[src/rtl/core/cos_pkg.sv]
package cos_pkg;

  // Event codes carried by the operation field.
  localparam logic [1:0] OP_TICK  = 2'd0;
  localparam logic [1:0] OP_REPLY = 2'd1;
  localparam logic [1:0] OP_POINT = 2'd2;
  localparam logic [1:0] OP_DROP  = 2'd3;

  // Kinds of request that a result reports.
  localparam logic [1:0] SEND_NONE = 2'd0;
  localparam logic [1:0] SEND_ADDR = 2'd1;
  localparam logic [1:0] SEND_TIME = 2'd2;

  // Configuration register indexes.
  localparam int unsigned CFG_IDX_W = 3;
  localparam logic [CFG_IDX_W-1:0] CFG_TRACKER_IP   = 3'd0;
  localparam logic [CFG_IDX_W-1:0] CFG_TRACKER_PORT = 3'd1;
  localparam logic [CFG_IDX_W-1:0] CFG_SERVER_ID    = 3'd2;
  localparam logic [CFG_IDX_W-1:0] CFG_INTERVAL     = 3'd3;
  localparam logic [CFG_IDX_W-1:0] CFG_TIMEOUT      = 3'd4;

  localparam logic [31:0] INTERVAL_RST = 32'd60000000;
  localparam logic [31:0] TIMEOUT_RST  = 32'd180000000;
  localparam logic [31:0] LOOPBACK_IP  = 32'h7F00_0001;

  // Reciprocal of three for exact 32-bit quotients: q = (x * RECIP3) >> 33.
  localparam logic [31:0] RECIP3     = 32'hAAAA_AAAB;
  localparam logic [31:0] THIRD_2P32 = 32'h5555_5555;

  typedef struct packed {
    logic [1:0]  operation;
    logic [62:0] now_us;
    logic [62:0] remote_us;
    logic [15:0] cluster_id;
    logic [31:0] point_ip;
    logic [15:0] point_port;
  } in_t;

  typedef struct packed {
    logic [1:0]         send_kind;
    logic [31:0]        dest_ip;
    logic [15:0]        dest_port;
    logic signed [63:0] offset_us;
    logic signed [63:0] trip_us;
  } out_t;

  typedef struct packed {
    logic [31:0] tracker_ip;
    logic [15:0] tracker_port;
    logic [15:0] server_cluster_id;
    logic [31:0] sync_interval_us;
    logic [31:0] sync_timeout_us;
  } cfg_t;

  // Pipeline advance enables: adv moves the back stages, adv_front the front.
  typedef struct packed {
    logic adv;
    logic adv_front;
  } pipe_ctl_t;

  // Per-item fields that ride along to the result.
  typedef struct packed {
    logic               reply;
    logic [1:0]         kind;
    logic [31:0]        dip;
    logic [15:0]        dport;
    logic signed [63:0] trip;
  } meta_t;

  // Record handed from the event stage to the estimator.
  typedef struct packed {
    meta_t              meta;
    logic signed [63:0] rel;
  } rec_t;

endpackage

[src/rtl/core/cos_cfg.sv]
module cos_cfg (
  input  logic                             clk,
  input  logic                             rst_n,
  input  logic                             wr_en,
  input  logic [cos_pkg::CFG_IDX_W-1:0]    wr_index,
  input  logic [31:0]                      wr_data,
  output cos_pkg::cfg_t                    cfg
);

  cos_pkg::cfg_t cfg_r;
  cos_pkg::cfg_t cfg_nxt;

  // Decode the register index; indexes past the list are dropped.
  always_comb begin
    cfg_nxt = cfg_r;
    if (wr_en) begin
      case (wr_index)
        cos_pkg::CFG_TRACKER_IP:   cfg_nxt.tracker_ip        = wr_data;
        cos_pkg::CFG_TRACKER_PORT: cfg_nxt.tracker_port      = wr_data[15:0];
        cos_pkg::CFG_SERVER_ID:    cfg_nxt.server_cluster_id = wr_data[15:0];
        cos_pkg::CFG_INTERVAL:     cfg_nxt.sync_interval_us  = wr_data;
        cos_pkg::CFG_TIMEOUT:      cfg_nxt.sync_timeout_us   = wr_data;
        default:                   cfg_nxt = cfg_r;
      endcase
    end
  end

  always_ff @(posedge clk) begin
    if (!rst_n) begin
      cfg_r.tracker_ip        <= '0;
      cfg_r.tracker_port      <= '0;
      cfg_r.server_cluster_id <= '0;
      cfg_r.sync_interval_us  <= cos_pkg::INTERVAL_RST;
      cfg_r.sync_timeout_us   <= cos_pkg::TIMEOUT_RST;
    end else begin
      cfg_r <= cfg_nxt;
    end
  end

  assign cfg = cfg_r;

endmodule

[config.mk]
export PLATFORM = sky130hd
export DESIGN_NAME = cos_cfg
export DESIGN_NICKNAME = d
export VERILOG_FILES = /design/src/rtl/core/cos_pkg.sv /design/src/rtl/core/cos_cfg.sv
export SDC_FILE = /design/constraint.sdc
export NUM_CORES = 1
export LEC_CHECK = 0
export BUFFER_PORTS_ARGS = -buffer_cell sky130_fd_sc_hd__clkbuf_2
export CORE_MARGIN = 3
export CORE_UTILIZATION = 45
export DETAILED_ROUTE_END_ITERATION = 8
export PLACE_DENSITY = 0.76
export SYNTH_ARGS = -nofsm -noshare
export SYNTH_HDL_FRONTEND = slang
export SYNTH_SLANG_ARGS = --single-unit
[constraint.sdc]
create_clock -name clk -period 0.9 [get_ports clk]
set_input_delay 0 -clock clk [delete_from_list [all_inputs] [get_ports clk]]
set_output_delay 0 -clock clk [all_outputs]
set_load 0.03 [all_outputs]
==> qor.txt <==
Cells after synthesis = 470
Die area = 12100 sq um
Core box area = 10400 sq um
Fin util = 83.1%
Initial antenna violation count = 0
Final number of hold-violating endpoints = 0
Placement Cell Area = 5980 sq um
Maximum fanout along the worst path = 2
Clk buf depth = 2
Final worst-path cycle share = 112%
Syn nets = 508
Antenna cells = 0
Via density per instance = 5.14
Startpoint types = flip-flop
Detailed-placement wirelength estimate = 8790 um
P_leak = 4.02 nW
Max Clk Rate = 993 MHz
Slew Viols, Final = 0
RD Place Congestion = 0.792
WP data required = 900 ps
# rows = 37
# clock sinks = 128
Clk root buf = clkbuf_8
Via count of the first global-routing pass = 4848
GRT Overall Usage = 26.7%
Tmin final = 1010 ps
CTS H-tree lvls = 4
Top Family by Delay on Critical Path = flip-flops
Slew @ Worst Pin = 304 ps
Die Width = 110 um
Synth top area cells = dfxtp_1 53%, mux2i_1 26%, nand2_1 11%
Share of cells above drive strength 1 = 54.1%
Yosys warnings = 0
Max-Cap Viols = 0
Post-route ant nets = 0
RSZ-0062 raised after global routing = yes
Clock slew at reported path FFs = 60 ps
Setup-failing EPs final = 129
Critical path's slowest cell = dfxtp_2
Yosys reg bits = 128
I/O Pins = 166
Crit Path Class = flip-flop to primary output
Inserted Clock Buffers = 17
Drt pass-1 iters = 5
Total power draw = 13.9 mW
Yosys top cell area share = 52.6%
Initial Utilization = 46.8%
Max stage delay on crit path = 370 ps
Relative max-transition margin = 79.4%
Arrival @ worst endpoint = 1010 ps
Distinct cell type count after synthesis = 14
First-pass GRT wire length = 24600 um
Run status = finished with violations
VDD IR max = 0.839 mV
Pwr dens = 1600 nW/um^2
Vias after detailed routing = 4468
# nets final = 759
Clock skew = 0 ps
Per-cell routed wire length = 20.1 um
DRC viols = 0
Post-Route WL = 17500 um
Max FFs per register = 128
Hold WS = 14.6 ps
PortBufs = 165
Final WS setup = -107 ps
Largest net degree at the start of global routing = 62
Mapped Area = 4870 sq um
Synth area leader = dfxtp_1
Drt first-iter violations = 229
Seq/Total Area, Yosys = 52.6%
Grt total ovfl = 0
Die Height = 110 um
Min-delay worst type = primary input to flip-flop
CP bufs+invs = 1
Area growth, synth to finish = 77.7%
Final Cell Area = 8660 sq um
Worst-path cell chain = buf_8
Syn Area/Cell = 10.4 sq um
TritonCTS clock tree = done
Crit. End Element = primary output
Violated checks = setup timing
Clock Latency Late Sink = 510 ps
worst paths after layout:
check	slack, ps	startpoint	depth (start not counted)	end
max	-110	cfg[77]	1	cfg[77]
min	10	rst_n	4	cfg[112]
max reg2reg	-10	cfg[102]	4	cfg[102]
min reg2reg	470	cfg[122]	2	cfg[122]
cell usage in the layout, fill, tap and decap left out:
cell type / n
clkinv_2: 3
bufinv_16: 1
and4b_1: 1
clkbuf_2: 36
nor2b_1: 34
nor4b_4: 1
clkbuf_8: 2
clkbuf_16: 17
nor4bb_2: 1
clkinv_4: 3
inv_6: 2
nand4b_2: 1
dfxtp_2: 127
buf_8: 128
nand4bb_2: 1
nor2b_2: 1
buf_12: 10
nand4bb_1: 2
clkinvlp_4: 3
buf_4: 58
dfxtp_4: 1
nand2_2: 1
mux2i_1: 128
dlygate4sd3_1: 32
nand2_1: 138
clkbuf_1: 2
stage by stage:
step           setup WS [ps]  instances  setup TNS, ps
2_1_floorplan           11.7        470              0
3_3_place_gp            -132        761          -8000
3_5_place_dp            -224        761         -12810
4_1_cts                 -139        846         -14900
5_1_grt                 -137        870         -14280
6_report                -107        870         -10520
Yosys cell counts (all sizes together):
cell type / number
nand2: 139
dfxtp: 128
mux2i: 128
nor2b: 35
buf: 19
clkbuf: 14
nand4bb: 3
and4b: 1
nand4b: 1
nor4b: 1
nor4bb: 1
layer usage:
metal	global-route usage, %	share of wire, %	vias to the layer above
li1	-	-	2061
met1	27.6	36	2170
met2	49.1	55	178
met3	6.76	5.0	59
met4	14.0	3.9	0
met5	0	0	-
kinds of logic (layout without fill, tap and decap cells):
family,count (synthesis),after routing,synth area share (%)
simple gates,181,181,17.1
buf+inv,33,297,4.01
mux,128,128,26.3
flops,128,128,52.6
area by class of cell:
| type | count | area, sq um |
|---|---|---|
| timing repair buffer | 265 | 3080 |
| sequential | 128 | 2730 |
| multi-input combinational | 309 | 2130 |
| fill | 521 | 1760 |
| clock buffer | 20 | 435 |
| tap | 136 | 170 |
| clock inverter | 12 | 111 |
report_power, final:
part | total (mW) | switching, mW | internal, mW
Sequential | 5.94 | 0.123 | 5.82
Clock | 6.36 | 2.61 | 3.75
Combinational | 1.59 | 0.803 | 0.790
timing repair:
action | in CTS | in global routing
gates cloned | 0 | 1
buffers inserted | 20 | 24
gates resized for setup | 384 | 131
endpoints found under the setup margin | 128 | 141
hold buffers | 33 | 0
hold endpoints to repair | 128 | 0
pin swaps | 0 | 0
(Power assumes the default switching activity.)
