File: src/rtl/core/cos_pkg.sv
package cos_pkg;

  // Event codes carried by the operation field.
  localparam logic [1:0] OP_TICK  = 2'd0;
  localparam logic [1:0] OP_REPLY = 2'd1;
  localparam logic [1:0] OP_POINT = 2'd2;
  localparam logic [1:0] OP_DROP  = 2'd3;

  // Kinds of request that a result reports.
  localparam logic [1:0] SEND_NONE = 2'd0;
  localparam logic [1:0] SEND_ADDR = 2'd1;
  localparam logic [1:0] SEND_TIME = 2'd2;

  // Configuration register indexes.
  localparam int unsigned CFG_IDX_W = 3;
  localparam logic [CFG_IDX_W-1:0] CFG_TRACKER_IP   = 3'd0;
  localparam logic [CFG_IDX_W-1:0] CFG_TRACKER_PORT = 3'd1;
  localparam logic [CFG_IDX_W-1:0] CFG_SERVER_ID    = 3'd2;
  localparam logic [CFG_IDX_W-1:0] CFG_INTERVAL     = 3'd3;
  localparam logic [CFG_IDX_W-1:0] CFG_TIMEOUT      = 3'd4;

  localparam logic [31:0] INTERVAL_RST = 32'd60000000;
  localparam logic [31:0] TIMEOUT_RST  = 32'd180000000;
  localparam logic [31:0] LOOPBACK_IP  = 32'h7F00_0001;

  // Reciprocal of three for exact 32-bit quotients: q = (x * RECIP3) >> 33.
  localparam logic [31:0] RECIP3     = 32'hAAAA_AAAB;
  localparam logic [31:0] THIRD_2P32 = 32'h5555_5555;

  typedef struct packed {
    logic [1:0]  operation;
    logic [62:0] now_us;
    logic [62:0] remote_us;
    logic [15:0] cluster_id;
    logic [31:0] point_ip;
    logic [15:0] point_port;
  } in_t;

  typedef struct packed {
    logic [1:0]         send_kind;
    logic [31:0]        dest_ip;
    logic [15:0]        dest_port;
    logic signed [63:0] offset_us;
    logic signed [63:0] trip_us;
  } out_t;

  typedef struct packed {
    logic [31:0] tracker_ip;
    logic [15:0] tracker_port;
    logic [15:0] server_cluster_id;
    logic [31:0] sync_interval_us;
    logic [31:0] sync_timeout_us;
  } cfg_t;

  // Pipeline advance enables: adv moves the back stages, adv_front the front.
  typedef struct packed {
    logic adv;
    logic adv_front;
  } pipe_ctl_t;

  // Per-item fields that ride along to the result.
  typedef struct packed {
    logic               reply;
    logic [1:0]         kind;
    logic [31:0]        dip;
    logic [15:0]        dport;
    logic signed [63:0] trip;
  } meta_t;

  // Record handed from the event stage to the estimator.
  typedef struct packed {
    meta_t              meta;
    logic signed [63:0] rel;
  } rec_t;

endpackage

File: src/rtl/core/cos_ctl.sv
module cos_ctl (
  input  logic               clk,
  input  logic               rst_n,
  input  cos_pkg::pipe_ctl_t pc,
  input  cos_pkg::cfg_t      cfg,
  input  logic               in_valid,
  input  cos_pkg::in_t       in_data,
  output logic               rec_valid,
  output cos_pkg::rec_t      rec
);

  // Input register.
  logic         s1_v_r;
  cos_pkg::in_t in_r;

  // Event state.
  logic [62:0] last_req_r, last_req_nxt;
  logic [62:0] last_rep_r, last_rep_nxt;
  logic        first_r, first_nxt;
  logic [31:0] srv_ip_r, srv_ip_nxt;
  logic [15:0] srv_port_r, srv_port_nxt;

  logic        fire;
  logic [63:0] d_rep;
  logic [63:0] d_req;
  logic        timed_out;
  logic        interval_up;
  logic [63:0] trip;
  logic [63:0] rel;

  assign fire = pc.adv_front && s1_v_r;

  // Elapsed time checks; time running backwards never counts as elapsed.
  assign d_rep       = {1'b0, in_r.now_us} - {1'b0, last_rep_r};
  assign d_req       = {1'b0, in_r.now_us} - {1'b0, last_req_r};
  assign timed_out   = !d_rep[63] && (d_rep[62:0] > {31'b0, cfg.sync_timeout_us});
  assign interval_up = !d_req[63] && (d_req[62:0] > {31'b0, cfg.sync_interval_us});

  // Both operands are below 2^63, so the signed differences fit in 64 bits.
  assign trip = d_req;
  assign rel  = {1'b0, in_r.remote_us} - {1'b0, last_req_r};

  // Event decode and state update.
  always_comb begin
    last_req_nxt   = last_req_r;
    last_rep_nxt   = last_rep_r;
    first_nxt      = first_r;
    srv_ip_nxt     = srv_ip_r;
    srv_port_nxt   = srv_port_r;
    rec.meta.reply = 1'b0;
    rec.meta.kind  = cos_pkg::SEND_NONE;
    rec.meta.dip   = '0;
    rec.meta.dport = '0;
    rec.meta.trip  = '0;
    rec.rel        = rel;
    case (in_r.operation)
      cos_pkg::OP_TICK: begin
        if (first_r || timed_out) begin
          rec.meta.kind  = cos_pkg::SEND_ADDR;
          rec.meta.dip   = cfg.tracker_ip;
          rec.meta.dport = cfg.tracker_port;
          last_rep_nxt   = in_r.now_us;
          first_nxt      = 1'b0;
        end else if ((srv_port_r != '0) && interval_up) begin
          rec.meta.kind  = cos_pkg::SEND_TIME;
          rec.meta.dip   = srv_ip_r;
          rec.meta.dport = srv_port_r;
          last_req_nxt   = in_r.now_us;
        end
      end
      cos_pkg::OP_REPLY: begin
        rec.meta.reply = 1'b1;
        rec.meta.trip  = trip;
        last_rep_nxt   = in_r.now_us;
        first_nxt      = 1'b0;
      end
      cos_pkg::OP_POINT: begin
        if (in_r.cluster_id == cfg.server_cluster_id) begin
          srv_ip_nxt   = (in_r.point_ip == cos_pkg::LOOPBACK_IP) ? cfg.tracker_ip
                                                                 : in_r.point_ip;
          srv_port_nxt = in_r.point_port;
        end
      end
      cos_pkg::OP_DROP: begin
        srv_ip_nxt   = '0;
        srv_port_nxt = '0;
      end
      default: begin
        srv_ip_nxt   = srv_ip_r;
      end
    endcase
  end

  // Input register load.
  always_ff @(posedge clk) begin
    if (!rst_n) begin
      s1_v_r <= 1'b0;
    end else if (pc.adv_front) begin
      s1_v_r <= in_valid;
    end
  end

  always_ff @(posedge clk) begin
    if (pc.adv_front) begin
      in_r <= in_data;
    end
  end

  // State commits when the item leaves this stage.
  always_ff @(posedge clk) begin
    if (!rst_n) begin
      last_req_r <= '0;
      last_rep_r <= '0;
      first_r    <= 1'b1;
      srv_ip_r   <= '0;
      srv_port_r <= '0;
    end else if (fire) begin
      last_req_r <= last_req_nxt;
      last_rep_r <= last_rep_nxt;
      first_r    <= first_nxt;
      srv_ip_r   <= srv_ip_nxt;
      srv_port_r <= srv_port_nxt;
    end
  end

  assign rec_valid = s1_v_r;

endmodule

File: config.mk
export PLATFORM = sky130hd
export DESIGN_NAME = cos_ctl
export DESIGN_NICKNAME = d
export VERILOG_FILES = /design/src/rtl/core/cos_pkg.sv /design/src/rtl/core/cos_ctl.sv
export SDC_FILE = /design/constraint.sdc
export NUM_CORES = 1
export LEC_CHECK = 0
export BUFFER_PORTS_ARGS = -buffer_cell sky130_fd_sc_hd__buf_2
export CORE_MARGIN = 1
export CORE_UTILIZATION = 50
export DETAILED_ROUTE_END_ITERATION = 8
export PLACE_DENSITY = 0.73
export SLEW_MARGIN = 20
export SYNTH_ARGS = -nofsm -noshare
export SYNTH_HDL_FRONTEND = slang
export SYNTH_SLANG_ARGS = --single-unit
File: constraint.sdc
create_clock -name clk -period 8.42 [get_ports clk]
set_clock_uncertainty 0.15 [all_clocks]
set_input_delay 0.842 -clock clk [delete_from_list [all_inputs] [get_ports clk]]
set_output_delay 0.842 -clock clk [all_outputs]
set_load 0.02 [all_outputs]
==> out/results.tsv <==
metric	value	unit
outcome	finished clean	
power.share.combinational	0.280	
p_switching	1.84	mW
die_w	235	µm
ys_seq_area_frac	0.343	
pin_count	505	
hold_violations	0	
criticalPathCategory	flip-flop to primary output	
synth_nets	3753	
drt_iter0_drc	1996	
finalCritPeriodShare	0.951	
p_per_area	177	nW/µm²
cp-start-kind	flip-flop	
ant_nets	0	
ir_worst_vdd	0.154	mV
ys_types	84	
yosysWarnings	0	
grt_usage	0.297	
clk_latency	590	ps
cts_tree	done	
ys_async_sr_fraction	0	
p_clk_frac	0.353	
viasPerCell	5.79	
swShare	0.328	
path_clk_slew	60	ps
fmax	0.125	GHz
setup_violations	0	
wirelength	85.4	mm
cts_made_buffers	44	
fin_tns_setup	0	ps
arrival	7010	ps
vias	25100	
grt_max_degree	100	
die-area	55200	µm²
seqPwrFrac	0.366	
post-route-min-period	8010	ps
final_util	0.597	
core_area	53100	µm²
intPower	3.76	mW
rsz0062_at_grt	false	
syn_area	27100	µm²
grt-ovfl-total	0	
fillers	4877	
die_h	235	µm
row_count	84	
crit_slowest_cell	fa_1	
final_net_count	4190	
hold_path.class	primary input to flip-flop	
drive_above_1_share	0.173	
final-max-slew-violation-count	0	
drcViolationCount	0	
crit_fanout	49	
syn_area_per_cell	8.55	µm²
syn2layout_area_growth	16.9	%
cts_buffer_depth	3	
endpoint_kind	primary output	
crit_top_cell	buf_4	
hpwl	67.6	mm
synth_edf_count	192	
ys_seq_elements	368	
grt_first_pass_wirelength	129	mm
power_leakage	13.5	nW
cp.required	7430	ps
wl_per_cell	19.7	µm
top_layer	met5	
cts_sinks	368	
grt_antenna_before_repair	14	
drv_cap	0	
root_buffer	clkbuf_16	
first_pass_iters	6	
gp_congestion	1.02	
drt-met1-wl	36.2	mm
grt_pass1_vias	23400	
slowest_delay	400	ps
max_slew_margin	0.263	
ctsHtreeMaxLevel	2	
start_util	0.511	
io_buffers	503	
wl_met3	6.27	mm
wl_met2	39.9	mm
synthCells	3172	
synth-main-ff-cell	edfxtp_1	
worst_pin_slew	1110	ps
-- critical path: cells and delay by family, from the launching register on --
kind | cells | cell delay [ps]
AO/OA/AOI/OAI | 6 | 1590
XOR/XNOR | 1 | 210
buffers and inverters | 8 | 1230
adder cells (fa/ha/maj) | 3 | 910
flip-flops | 1 | 380
AND/OR/NAND/NOR | 12 | 2060
-- cells in the mapped netlist, types with 7 or more instances --
cell,number,area share
a2111oi_0,10,0.0032
a211oi_1,25,0.0069
a21o_1,91,0.025
a21oi_1,301,0.056
a221oi_1,10,0.0032
a22o_1,50,0.016
a31oi_1,19,0.0044
and2_1,79,0.018
and3_1,26,0.0060
buf_2,15,0.0028
buf_6,13,0.0054
clkbuf_1,106,0.015
dfxtp_1,176,0.13
edfxtp_1,192,0.21
ha_1,253,0.12
inv_1,238,0.033
mux2i_1,131,0.048
nand2_1,430,0.060
nand2b_1,25,0.0058
nand3_1,53,0.0098
nand4_1,73,0.017
nor2_1,174,0.024
nor2b_1,47,0.011
nor3_1,52,0.0096
nor4_1,18,0.0042
o2111ai_1,10,0.0032
o211ai_1,24,0.0066
o21a_1,34,0.0094
o21ai_0,156,0.029
o21ai_1,10,0.0018
o21bai_1,36,0.010
o221ai_1,7,0.0023
o31ai_1,9,0.0025
xnor2_1,106,0.034
xor2_1,65,0.021
-- layout by cell type (no fill, tap or decap), types with 19 or more instances in the layout --
master / synthesis / layout
buf_4: 2 / 22
dfxtp_1: 176 / 176
nor2_1: 174 / 172
nor3_1: 52 / 51
o21a_1: 34 / 34
o21ai_0: 156 / 156
nor2b_1: 47 / 47
a31oi_1: 19 / 19
nand3_1: 53 / 53
a21o_1: 91 / 91
buf_2: 15 / 501
clkbuf_16: 0 / 49
nand4_1: 73 / 73
xnor2_1: 106 / 106
o21bai_1: 36 / 36
ha_1: 253 / 253
xor2_1: 65 / 65
edfxtp_1: 192 / 192
nand2_1: 430 / 430
mux2i_1: 131 / 131
a21oi_1: 301 / 300
nand2b_1: 25 / 25
a211oi_1: 25 / 23
and3_1: 26 / 25
a22o_1: 50 / 50
inv_1: 238 / 238
o211ai_1: 24 / 24
and2_1: 79 / 79
-- worst paths after layout --
check	startpoint	to	slack [ps]	cells after the start
worst max-delay path	in_r[127]	rec[157]	410	30
worst min-delay path	in_data[46]	in_r[46]	270	1
worst max register to register	in_r[127]	last_rep_r[36]	1680	31
worst min register to register	last_rep_r[7]	last_rep_r[7]	310	2
-- kinds of logic (layout without fill, tap and decap cells) --
kind of cell | Yosys count | count (layout) | share of synthesized area
DFF | 368 | 368 | 0.343
adders and majority gates | 256 | 256 | 0.119
AOI/OAI and AO/OA | 853 | 853 | 0.201
muxes | 134 | 134 | 0.0496
xor gates and xnor gates | 171 | 171 | 0.0552
buffers and inverters | 374 | 845 | 0.0563
and+or+nand+nor | 1016 | 1016 | 0.176
other | 0 | 8 | 0
-- through the flow --
stage	cell area [µm²]	hold WS [ps]	worst slack, ps	power, mW	instances
3_3_place_gp	30100	295	674	3.61	4250
5_1_grt	31700	246	22.4	5.84	4337
4_1_cts	31600	245	37.6	5.60	4330
2_1_floorplan	27100	285	1750	3.11	3172
6_report	31700	274	415	5.60	4339
3_5_place_dp	30100	296	571	3.62	4250
-- power groups by stage --
stage          clock network, mW  logic, mW  registers, mW
6_report                    1.98       1.57           2.05
5_1_grt                     2.08       1.71           2.06
4_1_cts                     2.01       1.55           2.05
3_5_place_dp                   0       1.54           2.09
3_3_place_gp                   0       1.53           2.09
2_1_floorplan                  0       1.06           2.05
-- registers in the layout (all words and copies together), names as in the netlist --
signal,count
first_r,1
in_r,192
last_rep_r,63
last_req_r,63
rec_valid,1
srv_ip_r,32
srv_port_r,16
-- repair_timing --
| action | CTS | global route |
|---|---|---|
| setup endpoints to repair | 48 | 50 |
| pin swaps | 0 | 1 |
| hold buffers | 0 | 0 |
| setup buffers | 0 | 1 |
| gates resized for setup | 1 | 9 |
-- per-layer routing --
layer,vias to the layer above,global-route usage
met4,6,0.109
met3,165,0.0459
met1,11600,0.384
met5,-,0
li1,12300,-
met2,1096,0.500
-- area by class of cell --
class | instances | area [µm²] | area share
inverter | 238 | 893 | 0.0282
clock inverter | 11 | 121 | 0.00383
antenna | 8 | 20.0 | 0.000631
clock buffer | 69 | 1400 | 0.0442
sequential | 368 | 9290 | 0.293
multi-input combinational | 2430 | 16400 | 0.517
timing repair buffer | 527 | 2740 | 0.0863
tap | 688 | 861 | 0.0271
(Power assumes the default switching activity.)
